File: src/hw/rtl/tsc_pkg.sv
// ----------------------------------------------------------------------------
// tsc_pkg
// Widths, constants and the pipeline tag shared by the sine/cosine pipeline.
// ----------------------------------------------------------------------------
package tsc_pkg;

    localparam int ANG_W     = 31;  // Q3.28 angle
    localparam int OUT_W     = 31;  // Q1.30 result
    localparam int X2_W      = 31;  // x^2 in Q26, unsigned, up to 16.0
    localparam int ACC_W     = 36;  // Horner accumulator, Q30, |acc| < 32
    localparam int MUL_ACC_W = 33;  // acc fed to a level multiply, |acc| < 4
    localparam int SIN_ACC_W = 34;  // acc fed to the sine multiply, |acc| < 8
    localparam int T_W       = 37;  // signed term x2*acc >> 26
    localparam int MAG_W     = 36;  // term magnitude and quotient width
    localparam int T_SHIFT   = 26;
    localparam int X2_SHIFT  = 30;
    localparam int SIN_SHIFT = 28;
    localparam int FIN_W     = 37;  // pre-saturation result
    localparam int LVL_STAGES = 6;

    localparam logic [ACC_W-1:0] ONE_ACC = ACC_W'(64'd1 << 30);

    localparam logic signed [FIN_W-1:0] SAT_HI = 37'sd1073741823;
    localparam logic signed [FIN_W-1:0] SAT_LO = -37'sd1073741824;

    localparam logic OP_SINE   = 1'b0;
    localparam logic OP_COSINE = 1'b1;

    typedef struct packed {
        logic                    valid;
        logic signed [ANG_W-1:0] x;
        logic [X2_W-1:0]         x2;
        logic                    cosine;
    } t_tag;

endpackage

File: src/hw/rtl/tsc_level.sv
// ----------------------------------------------------------------------------
// tsc_level
// One Horner level: acc_out = 1 - trunc(((x2*acc) >> 26) / d), six stages.
// ----------------------------------------------------------------------------
module tsc_level #(
    parameter int K = 1
) (
    input  logic                              i_clk,
    input  logic                              i_rst_n,
    input  logic                              i_en,
    input  tsc_pkg::t_tag                     i_tag,
    input  logic signed [tsc_pkg::ACC_W-1:0]  i_acc,
    output tsc_pkg::t_tag                     o_tag,
    output logic signed [tsc_pkg::ACC_W-1:0]  o_acc
);

    localparam int MAG_W = tsc_pkg::MAG_W;
    localparam int HALF  = MAG_W / 2;
    localparam int PP_W  = HALF + MAG_W;
    localparam int SUM_W = 2 * MAG_W;
    localparam int D_SIN = (2 * K) * (2 * K + 1);
    localparam int D_COS = (2 * K - 1) * (2 * K);
    localparam int D_W   = $clog2(D_SIN + 1);

    // floor(2^MAG_W / d): estimate is exact or one low for any term below 2^MAG_W
    localparam logic [MAG_W-1:0] M_SIN = MAG_W'((64'd1 << MAG_W) / 64'(D_SIN));
    localparam logic [MAG_W-1:0] M_COS = MAG_W'((64'd1 << MAG_W) / 64'(D_COS));
    localparam logic [D_W-1:0]   DV_SIN = D_W'(D_SIN);
    localparam logic [D_W-1:0]   DV_COS = D_W'(D_COS);

    tsc_pkg::t_tag r_tag [tsc_pkg::LVL_STAGES];

    logic signed [tsc_pkg::T_W-1:0]   r_t;
    logic                             r_neg2, r_neg3, r_neg4, r_neg5;
    logic [MAG_W-1:0]                 r_mag2, r_mag3, r_mag4, r_mag5;
    logic [PP_W-1:0]                  r_plo, r_phi;
    logic [MAG_W-1:0]                 r_q0, r_qd;
    logic [tsc_pkg::ACC_W-1:0]        r_base;
    logic signed [tsc_pkg::ACC_W-1:0] r_acc;

    logic signed [tsc_pkg::X2_W+tsc_pkg::MUL_ACC_W:0] w_prod;
    logic [MAG_W-1:0]                 n_mag, w_m, n_q0, n_qd, w_rem;
    logic [PP_W-1:0]                  n_plo, n_phi;
    logic [SUM_W-1:0]                 w_sum;
    logic [D_W-1:0]                   w_d5, w_d6;
    logic [tsc_pkg::ACC_W-1:0]        n_base, n_acc;
    logic                             w_bump;

    // stage 1: term product
    assign w_prod = $signed({1'b0, i_tag.x2}) * $signed(i_acc[tsc_pkg::MUL_ACC_W-1:0]);

    // stage 2: magnitude for truncating division
    assign n_mag = r_t[tsc_pkg::T_W-1] ? MAG_W'(-r_t) : MAG_W'(r_t);

    // stage 3: reciprocal partial products
    assign w_m   = r_tag[1].cosine ? M_COS : M_SIN;
    assign n_plo = r_mag2[HALF-1:0] * w_m;
    assign n_phi = r_mag2[MAG_W-1:HALF] * w_m;

    // stage 4: quotient estimate
    assign w_sum = SUM_W'(r_plo) + (SUM_W'(r_phi) << HALF);
    assign n_q0  = w_sum[SUM_W-1:MAG_W];

    // stage 5: back-multiply, and 1 -/+ estimate in parallel
    assign w_d5   = r_tag[3].cosine ? DV_COS : DV_SIN;
    assign n_qd   = MAG_W'(r_q0 * w_d5);
    assign n_base = r_neg4 ? (tsc_pkg::ONE_ACC + tsc_pkg::ACC_W'(r_q0))
                           : (tsc_pkg::ONE_ACC - tsc_pkg::ACC_W'(r_q0));

    // stage 6: one-step correction of the estimate
    assign w_d6   = r_tag[4].cosine ? DV_COS : DV_SIN;
    assign w_rem  = r_mag5 - r_qd;
    assign w_bump = (w_rem >= MAG_W'(w_d6));
    assign n_acc  = !w_bump ? r_base
                  : (r_neg5 ? r_base + tsc_pkg::ACC_W'(1) : r_base - tsc_pkg::ACC_W'(1));

    always_ff @(posedge i_clk) begin
        if (!i_rst_n) begin
            for (int i = 0; i < tsc_pkg::LVL_STAGES; i++) begin
                r_tag[i].valid <= 1'b0;
            end
        end else if (i_en) begin
            r_tag[0] <= i_tag;
            for (int i = 1; i < tsc_pkg::LVL_STAGES; i++) begin
                r_tag[i] <= r_tag[i-1];
            end
        end
    end

    always_ff @(posedge i_clk) begin
        if (i_en) begin
            r_t    <= w_prod[tsc_pkg::T_SHIFT+tsc_pkg::T_W-1:tsc_pkg::T_SHIFT];
            r_neg2 <= r_t[tsc_pkg::T_W-1];
            r_mag2 <= n_mag;
            r_neg3 <= r_neg2;
            r_mag3 <= r_mag2;
            r_plo  <= n_plo;
            r_phi  <= n_phi;
            r_neg4 <= r_neg3;
            r_mag4 <= r_mag3;
            r_q0   <= n_q0;
            r_neg5 <= r_neg4;
            r_mag5 <= r_mag4;
            r_qd   <= n_qd;
            r_base <= n_base;
            r_acc  <= n_acc;
        end
    end

    assign o_tag = r_tag[tsc_pkg::LVL_STAGES-1];
    assign o_acc = r_acc;

endmodule

File: config.mk
export PLATFORM = sky130hd
export DESIGN_NAME = tsc_level
export DESIGN_NICKNAME = d
export VERILOG_FILES = /design/src/hw/rtl/tsc_pkg.sv /design/src/hw/rtl/tsc_level.sv
export SDC_FILE = /design/constraint.sdc
export NUM_CORES = 2
export LEC_CHECK = 0
export BUFFER_PORTS_ARGS = -buffer_cell sky130_fd_sc_hd__buf_4
export CORE_AREA = 2 2 424 426
export DETAILED_ROUTE_END_ITERATION = 6
export DIE_AREA = 0 0 426 428
export PLACE_DENSITY = 0.67
export SLEW_MARGIN = 20
export SYNTH_ARGS = -nofsm -noshare
export SYNTH_HDL_FRONTEND = slang
export SYNTH_SLANG_ARGS = --single-unit
File: constraint.sdc
create_clock -name i_clk -period 28.8 [get_ports i_clk]
set_input_delay 4.32 -clock i_clk [delete_from_list [all_inputs] [get_ports i_clk]]
set_output_delay 4.32 -clock i_clk [all_outputs]
set_load 0.05 [all_outputs]
=== After elaboration in Yosys (flattened, before gate mapping) ===
Memory sizes are Yosys's and may differ from the RTL's.
Index checks and enable logic that the tools add are counted.

* $mul: 4
* Shifts and indexed selects: 0
* Bitwise gates (word level): 6
* Mux-type cells: 17
* Eq/ne operators: 0
* Divide/modulo/power cells: 0
* Reduce and logical (&&, ||, !) cells: 0
* Add/subtract/negate cells: 7
* $lt $le $gt $ge: 1

{| class="wikitable"
|+ Operators with widths
! cell !! count
|-
| 36-bit 2-to-1 mux || 5
|-
| 18-bit by 36-bit multiplier with 54-bit output || 2
|-
| 54-bit by 72-bit adder with 72-bit output || 1
|-
| 32-bit by 33-bit multiplier with 63-bit output || 1
|-
| 31-bit by 36-bit adder with 36-bit output, first input constant || 1
|-
| 36-bit by 1-bit adder with 36-bit output, second input constant || 1
|-
| 36-bit by 3-bit greater-or-equal comparator with 1-bit output || 1
|-
| 36-bit by 3-bit multiplier with 36-bit output || 1
|-
| 36-bit negator || 1
|-
| 31-bit by 36-bit subtractor with 36-bit output, first input constant || 1
|-
| 36-bit by 1-bit subtractor with 36-bit output, second input constant || 1
|-
| 36-bit subtractor || 1
|-
| 1-bit 2-to-1 mux || 10
|-
| 3-bit 2-to-1 mux || 2
|-
| 1-bit OR || 6
|}

* Memory bits (read-only): 0
* Word-level logic and storage cells: 51
* Flip-flop bits (word level): 437
* Memories: 1
* Output and inout port bits: 100
* Bits in latches: 0
* Bits in writable memories: 384
* Bits of input ports: 103

{| class="wikitable"
|+ Memory list
! memory !! words !! width !! read ports !! clocked after Yosys merged registers in !! write ports !! RTL line !! RTL
|-
| r_tag || 6 || 64 || 6 || 0 || 6 || tsc_level.sv:31 || <nowiki>tsc_pkg::t_tag r_tag [tsc_pkg::LVL_STAGES];</nowiki>
|}

=== Longest topological paths before layout ===
* Depth in word-level cells: 4
* Gate-level depth with buffers: 30
* Depth with buffers taken out: 29

=== Least setup slack after synthesis ===
Ideal clock, no wire load.

* Path type: in2reg
* Start point: input port i_en
* End point: memory r_tag[0][0] (netlist bit), enable pin
* Data arrival time: 13.195 ns
* Path slack: 14.818 ns
* Stages on the path: 2
* Required time: 28.013 ns
* Path buffers: 1
* Library setup time: 0.787 ns
* Cell sequence: clkbuf_1 and2_1

{| class="wikitable"
|+ RTL lines
! what !! RTL line !! RTL
|-
| from (decl) || tsc_level.sv:10 || <nowiki>input logic i_en,</nowiki>
|-
| to (decl) || tsc_level.sv:31 ||
|}

=== Final worst setup path ===
* Start point: input port i_acc[15] (netlist bit)
* End point: register r_t[36] (netlist bit), data pin

* Word-level cells in the longest chain between the ends: 1

{| class="wikitable"
|+ RTL lines
! what !! RTL line !! RTL
|-
| from (decl) || tsc_level.sv:12 || <nowiki>input logic signed [tsc_pkg::ACC_W-1:0] i_acc,</nowiki>
|-
| 32-bit by 33-bit multiplier with 63-bit output || tsc_level.sv:50 || <nowiki>assign w_prod = $signed({1'b0, i_tag.x2}) * $signed(i_acc[tsc_pkg::MUL_ACC_W-1:0]);</nowiki>
|-
| named net w_prod, one bit || tsc_level.sv:41 || <nowiki>logic signed [tsc_pkg::X2_W+tsc_pkg::MUL_ACC_W:0] w_prod;</nowiki>
|-
| to (signal assigned) || tsc_level.sv:92 || <nowiki>r_t <= w_prod[tsc_pkg::T_SHIFT+tsc_pkg::T_W-1:tsc_pkg::T_SHIFT];</nowiki>
|-
| to (decl) || tsc_level.sv:33 || <nowiki>logic signed [tsc_pkg::T_W-1:0] r_t;</nowiki>
|}

The timed path passes the listed nets, and every way through them passes these cells.
A chain may end at the register's enable or synchronous reset.

==> reports/results.tsv <==
metric	value	unit
pins over their slew limit	0	
total grt overflow	0	
Via density	5.21	
CP arrival	12660	ps
# setup viols final	0	
clock latency on the worst-skew pair	700	ps
distinct cell type count after synthesis	81	
worst slew pin tran	1110	ps
Gate Count Post-Synth	7006	
Crit. End Element	register	
die height	428	µm
Post-Place Worst Slack	15690	ps
CTS Buffer Depth	3	
Worst Path Required	29230	ps
unrepaired setup endpoints after global routing	no	
CTS tree	done	
Post-Synth Adder-Cell Area	40.9	%
Post-synth EDFFs	791	
global-route wire length before repair	293000	µm
crit-path leading delay family	adder cells	
Final Hold Fails	0	
iteration-0 DRC count of the detailed router	3006	
Compound-Gate Fraction of Synth Area	5.52	%
xor/xnor share of the synthesized area	3.22	%
ys flop type	edfxtp_1	
Core Rows	155	
vias	49185	
Hold-fix buffers, CTS	0	
Async SR Flop Fraction	0	%
multi-input logic area	49100	µm²
CP Launch Type	primary input	
final net count	8962	
dpl hpwl	136000	µm
clk slew on worst S/H paths	60	ps
Mean Syn Cell Area	11.3	µm²
Simple-Gate Fraction of Synth Area	11.4	%
Crit path top cell by count	fa_1	
GR Util All Layers	20.5	%
Chip Width	426	µm
Starting Density	44.7	%
status	complete, no violations	
wire per inst	19.2	µm
synth warn	0	
fin crit share	42.4	%
Routed WL	181000	µm
CP Max Fanout	31	
crit path kind	in2reg	
CTS Buf Count	84	
die area	182000	µm²
fin crit period	12220	ps
P&R area growth vs syn	7.66	%
Critical path buffers and inverters	5	
flops & latches, synth	796	
CTS Sinks	796	
Setup Skew	48.8	ps
sequential cell area fraction in the yosys report	30.0	%
clock root buffer master	clkbuf_16	
crit-path max cell delay	620	ps
number of routed nets with antenna violations	0	
Worst Hold Class	reg2reg	
CTS H-tree lvls	3	
post-cts sizing count	0	
layout cells sized above 1	5.76	%
setup ws final	16580	ps
multiplexer share of the synthesized area	0.785	%
TNS Setup	0	ps
Fmax	81.8	MHz
port bufs	199	
Filler cells	15979	
antenna violations before repair	3	
core area	178000	µm²
Post-Syn Area	79400	µm²
RD Place Congestion	0.897	
vias in the first global route	53431	
largest family of logic cells by synthesized area	adder cells	
largest net degree at the start of global routing	194	
Reg2Reg Setup Slack	20850	ps
drt pass-1 iters	5	
Slowest cell on crit path	fa_1	
io pins	203	
Post CTS Setup Buffer Count	0	
FF+latch area	23900	µm²
Max-Cap Viols	0	
Remaining DRCs	0	
slew margin rel.	25.8	%
-- per-layer routing --
layer,vias to the layer above,GRT usage [%],wire (µm)
met3,360,3.11,10800
met5,-,0,0
met4,0,6.97,6300
li1,22225,-,-
met2,1492,34.4,88700
met1,25108,27.0,75500
-- metrics by stage --
stage / hold slack (ps) / instance area [µm²] / utilization (%) / instances
after global routing: 404 / 85500 / 48.1 / 9436
after detailed placement: 405 / 82600 / 46.5 / 9282
after global placement: 400 / 82600 / 46.5 / 9282
after CTS: 393 / 85400 / 48.1 / 9434
final: 393 / 85500 / 48.1 / 9437
after floorplan: 400 / 79400 / - / 7007
-- worst register-to-register path, stage by stage, from the launching register on --
cell	delay (ps)
edfxtp_1	320
buf_4	560
nor2b_1	300
ha_1	430
fa_1	590
inv_1	80
fa_1	580
inv_1	120
fa_1	490
fa_1	510
inv_1	50
fa_1	470
inv_1	40
ha_1	340
nand2_1	150
a211oi_1	330
a211oi_1	140
o22ai_1	330
a21oi_1	380
o31a_1	460
o211ai_1	270
nand2_1	170
a211o_1	320
nor3b_1	160
xnor2_1	120
-- path summary, 6_finish.rpt --
kind | startpoint | cells past startpoint | endpoint
worst max-delay path | i_acc[15] | 26 | r_t[36]$_DFFE_PP_
worst min register to register | r_tag[0][81]$_DFFE_PP_ | 0 | r_tag[0][145]$_DFFE_PP_
worst min-delay path | r_tag[0][81]$_DFFE_PP_ | 0 | r_tag[0][145]$_DFFE_PP_
worst max register to register | r_tag[0][64]$_DFFE_PP_ | 24 | r_phi[51]$_DFFE_PP_
-- layout make-up --
cell class	instances	share of cell area, %
repair buffers	217	1.94
inverters	1343	5.90
clock buffers	97	2.54
multi-input cells	4572	57.5
clock inverters	55	0.802
diodes	2	0.00586
flip-flops and latches	796	27.9
well taps	2355	3.45
-- flip-flops by register name (all words and copies together) (netlist names), 35 cells and up --
| register | cells |
|---|---|
| r_q0 | 36 |
| r_mag5 | 35 |
| r_mag4 | 35 |
| r_qd | 35 |
| r_mag2 | 36 |
| r_tag | 384 |
| r_base | 35 |
| r_phi | 53 |
| o_acc | 36 |
| r_mag3 | 35 |
| r_t | 37 |
| r_plo | 35 |
-- cells in the mapped netlist (28+ instances only) --
cell	n	area share (%)
nand2_1	477	2.3
xnor2_1	201	2.2
buf_4	64	0.61
nand2b_1	36	0.28
nor3_1	49	0.31
nor2_1	152	0.72
inv_1	1343	6.3
clkbuf_1	226	1.1
fa_1	1250	32
and2_1	720	5.7
nor2b_1	97	0.76
mux2_4	28	0.53
nand3_1	54	0.34
ha_1	595	9.4
a211oi_1	33	0.31
o21a_1	34	0.32
a21o_1	84	0.79
edfxtp_1	791	30
xor2_1	91	1.0
a21oi_1	212	1.3
o21ai_0	123	0.78
-- cells in the final DEF, fill, tap and decap left out, types with 26 or more instances in the layout --
cell       count
a21o_1        84
nand2b_1      36
ha_1         595
inv_1       1343
o21a_1        34
a31oi_1       26
clkbuf_16     85
nor2_1       152
nor3_1        49
xnor2_1      201
edfxtp_1     791
buf_4        214
nor2b_1       97
mux2_4        28
xor2_1        91
fa_1        1250
o31ai_1       26
a21oi_1      212
nand2_1      477
and2_1       719
a211oi_1      32
o21ai_0      123
nand3_1       54
-- cells by family after synthesis --
family | count (synthesis)
adder cells (fa/ha/maj) | 1845
AND/OR/NAND/NOR | 1707
buffers and inverters | 1639
flip-flops | 796
AO/OA/AOI/OAI | 679
XOR/XNOR | 292
multiplexers | 47
other | 1
Power is not shown: default switching activity piles up to over one toggle a cycle in this logic, so the estimate is an artifact.
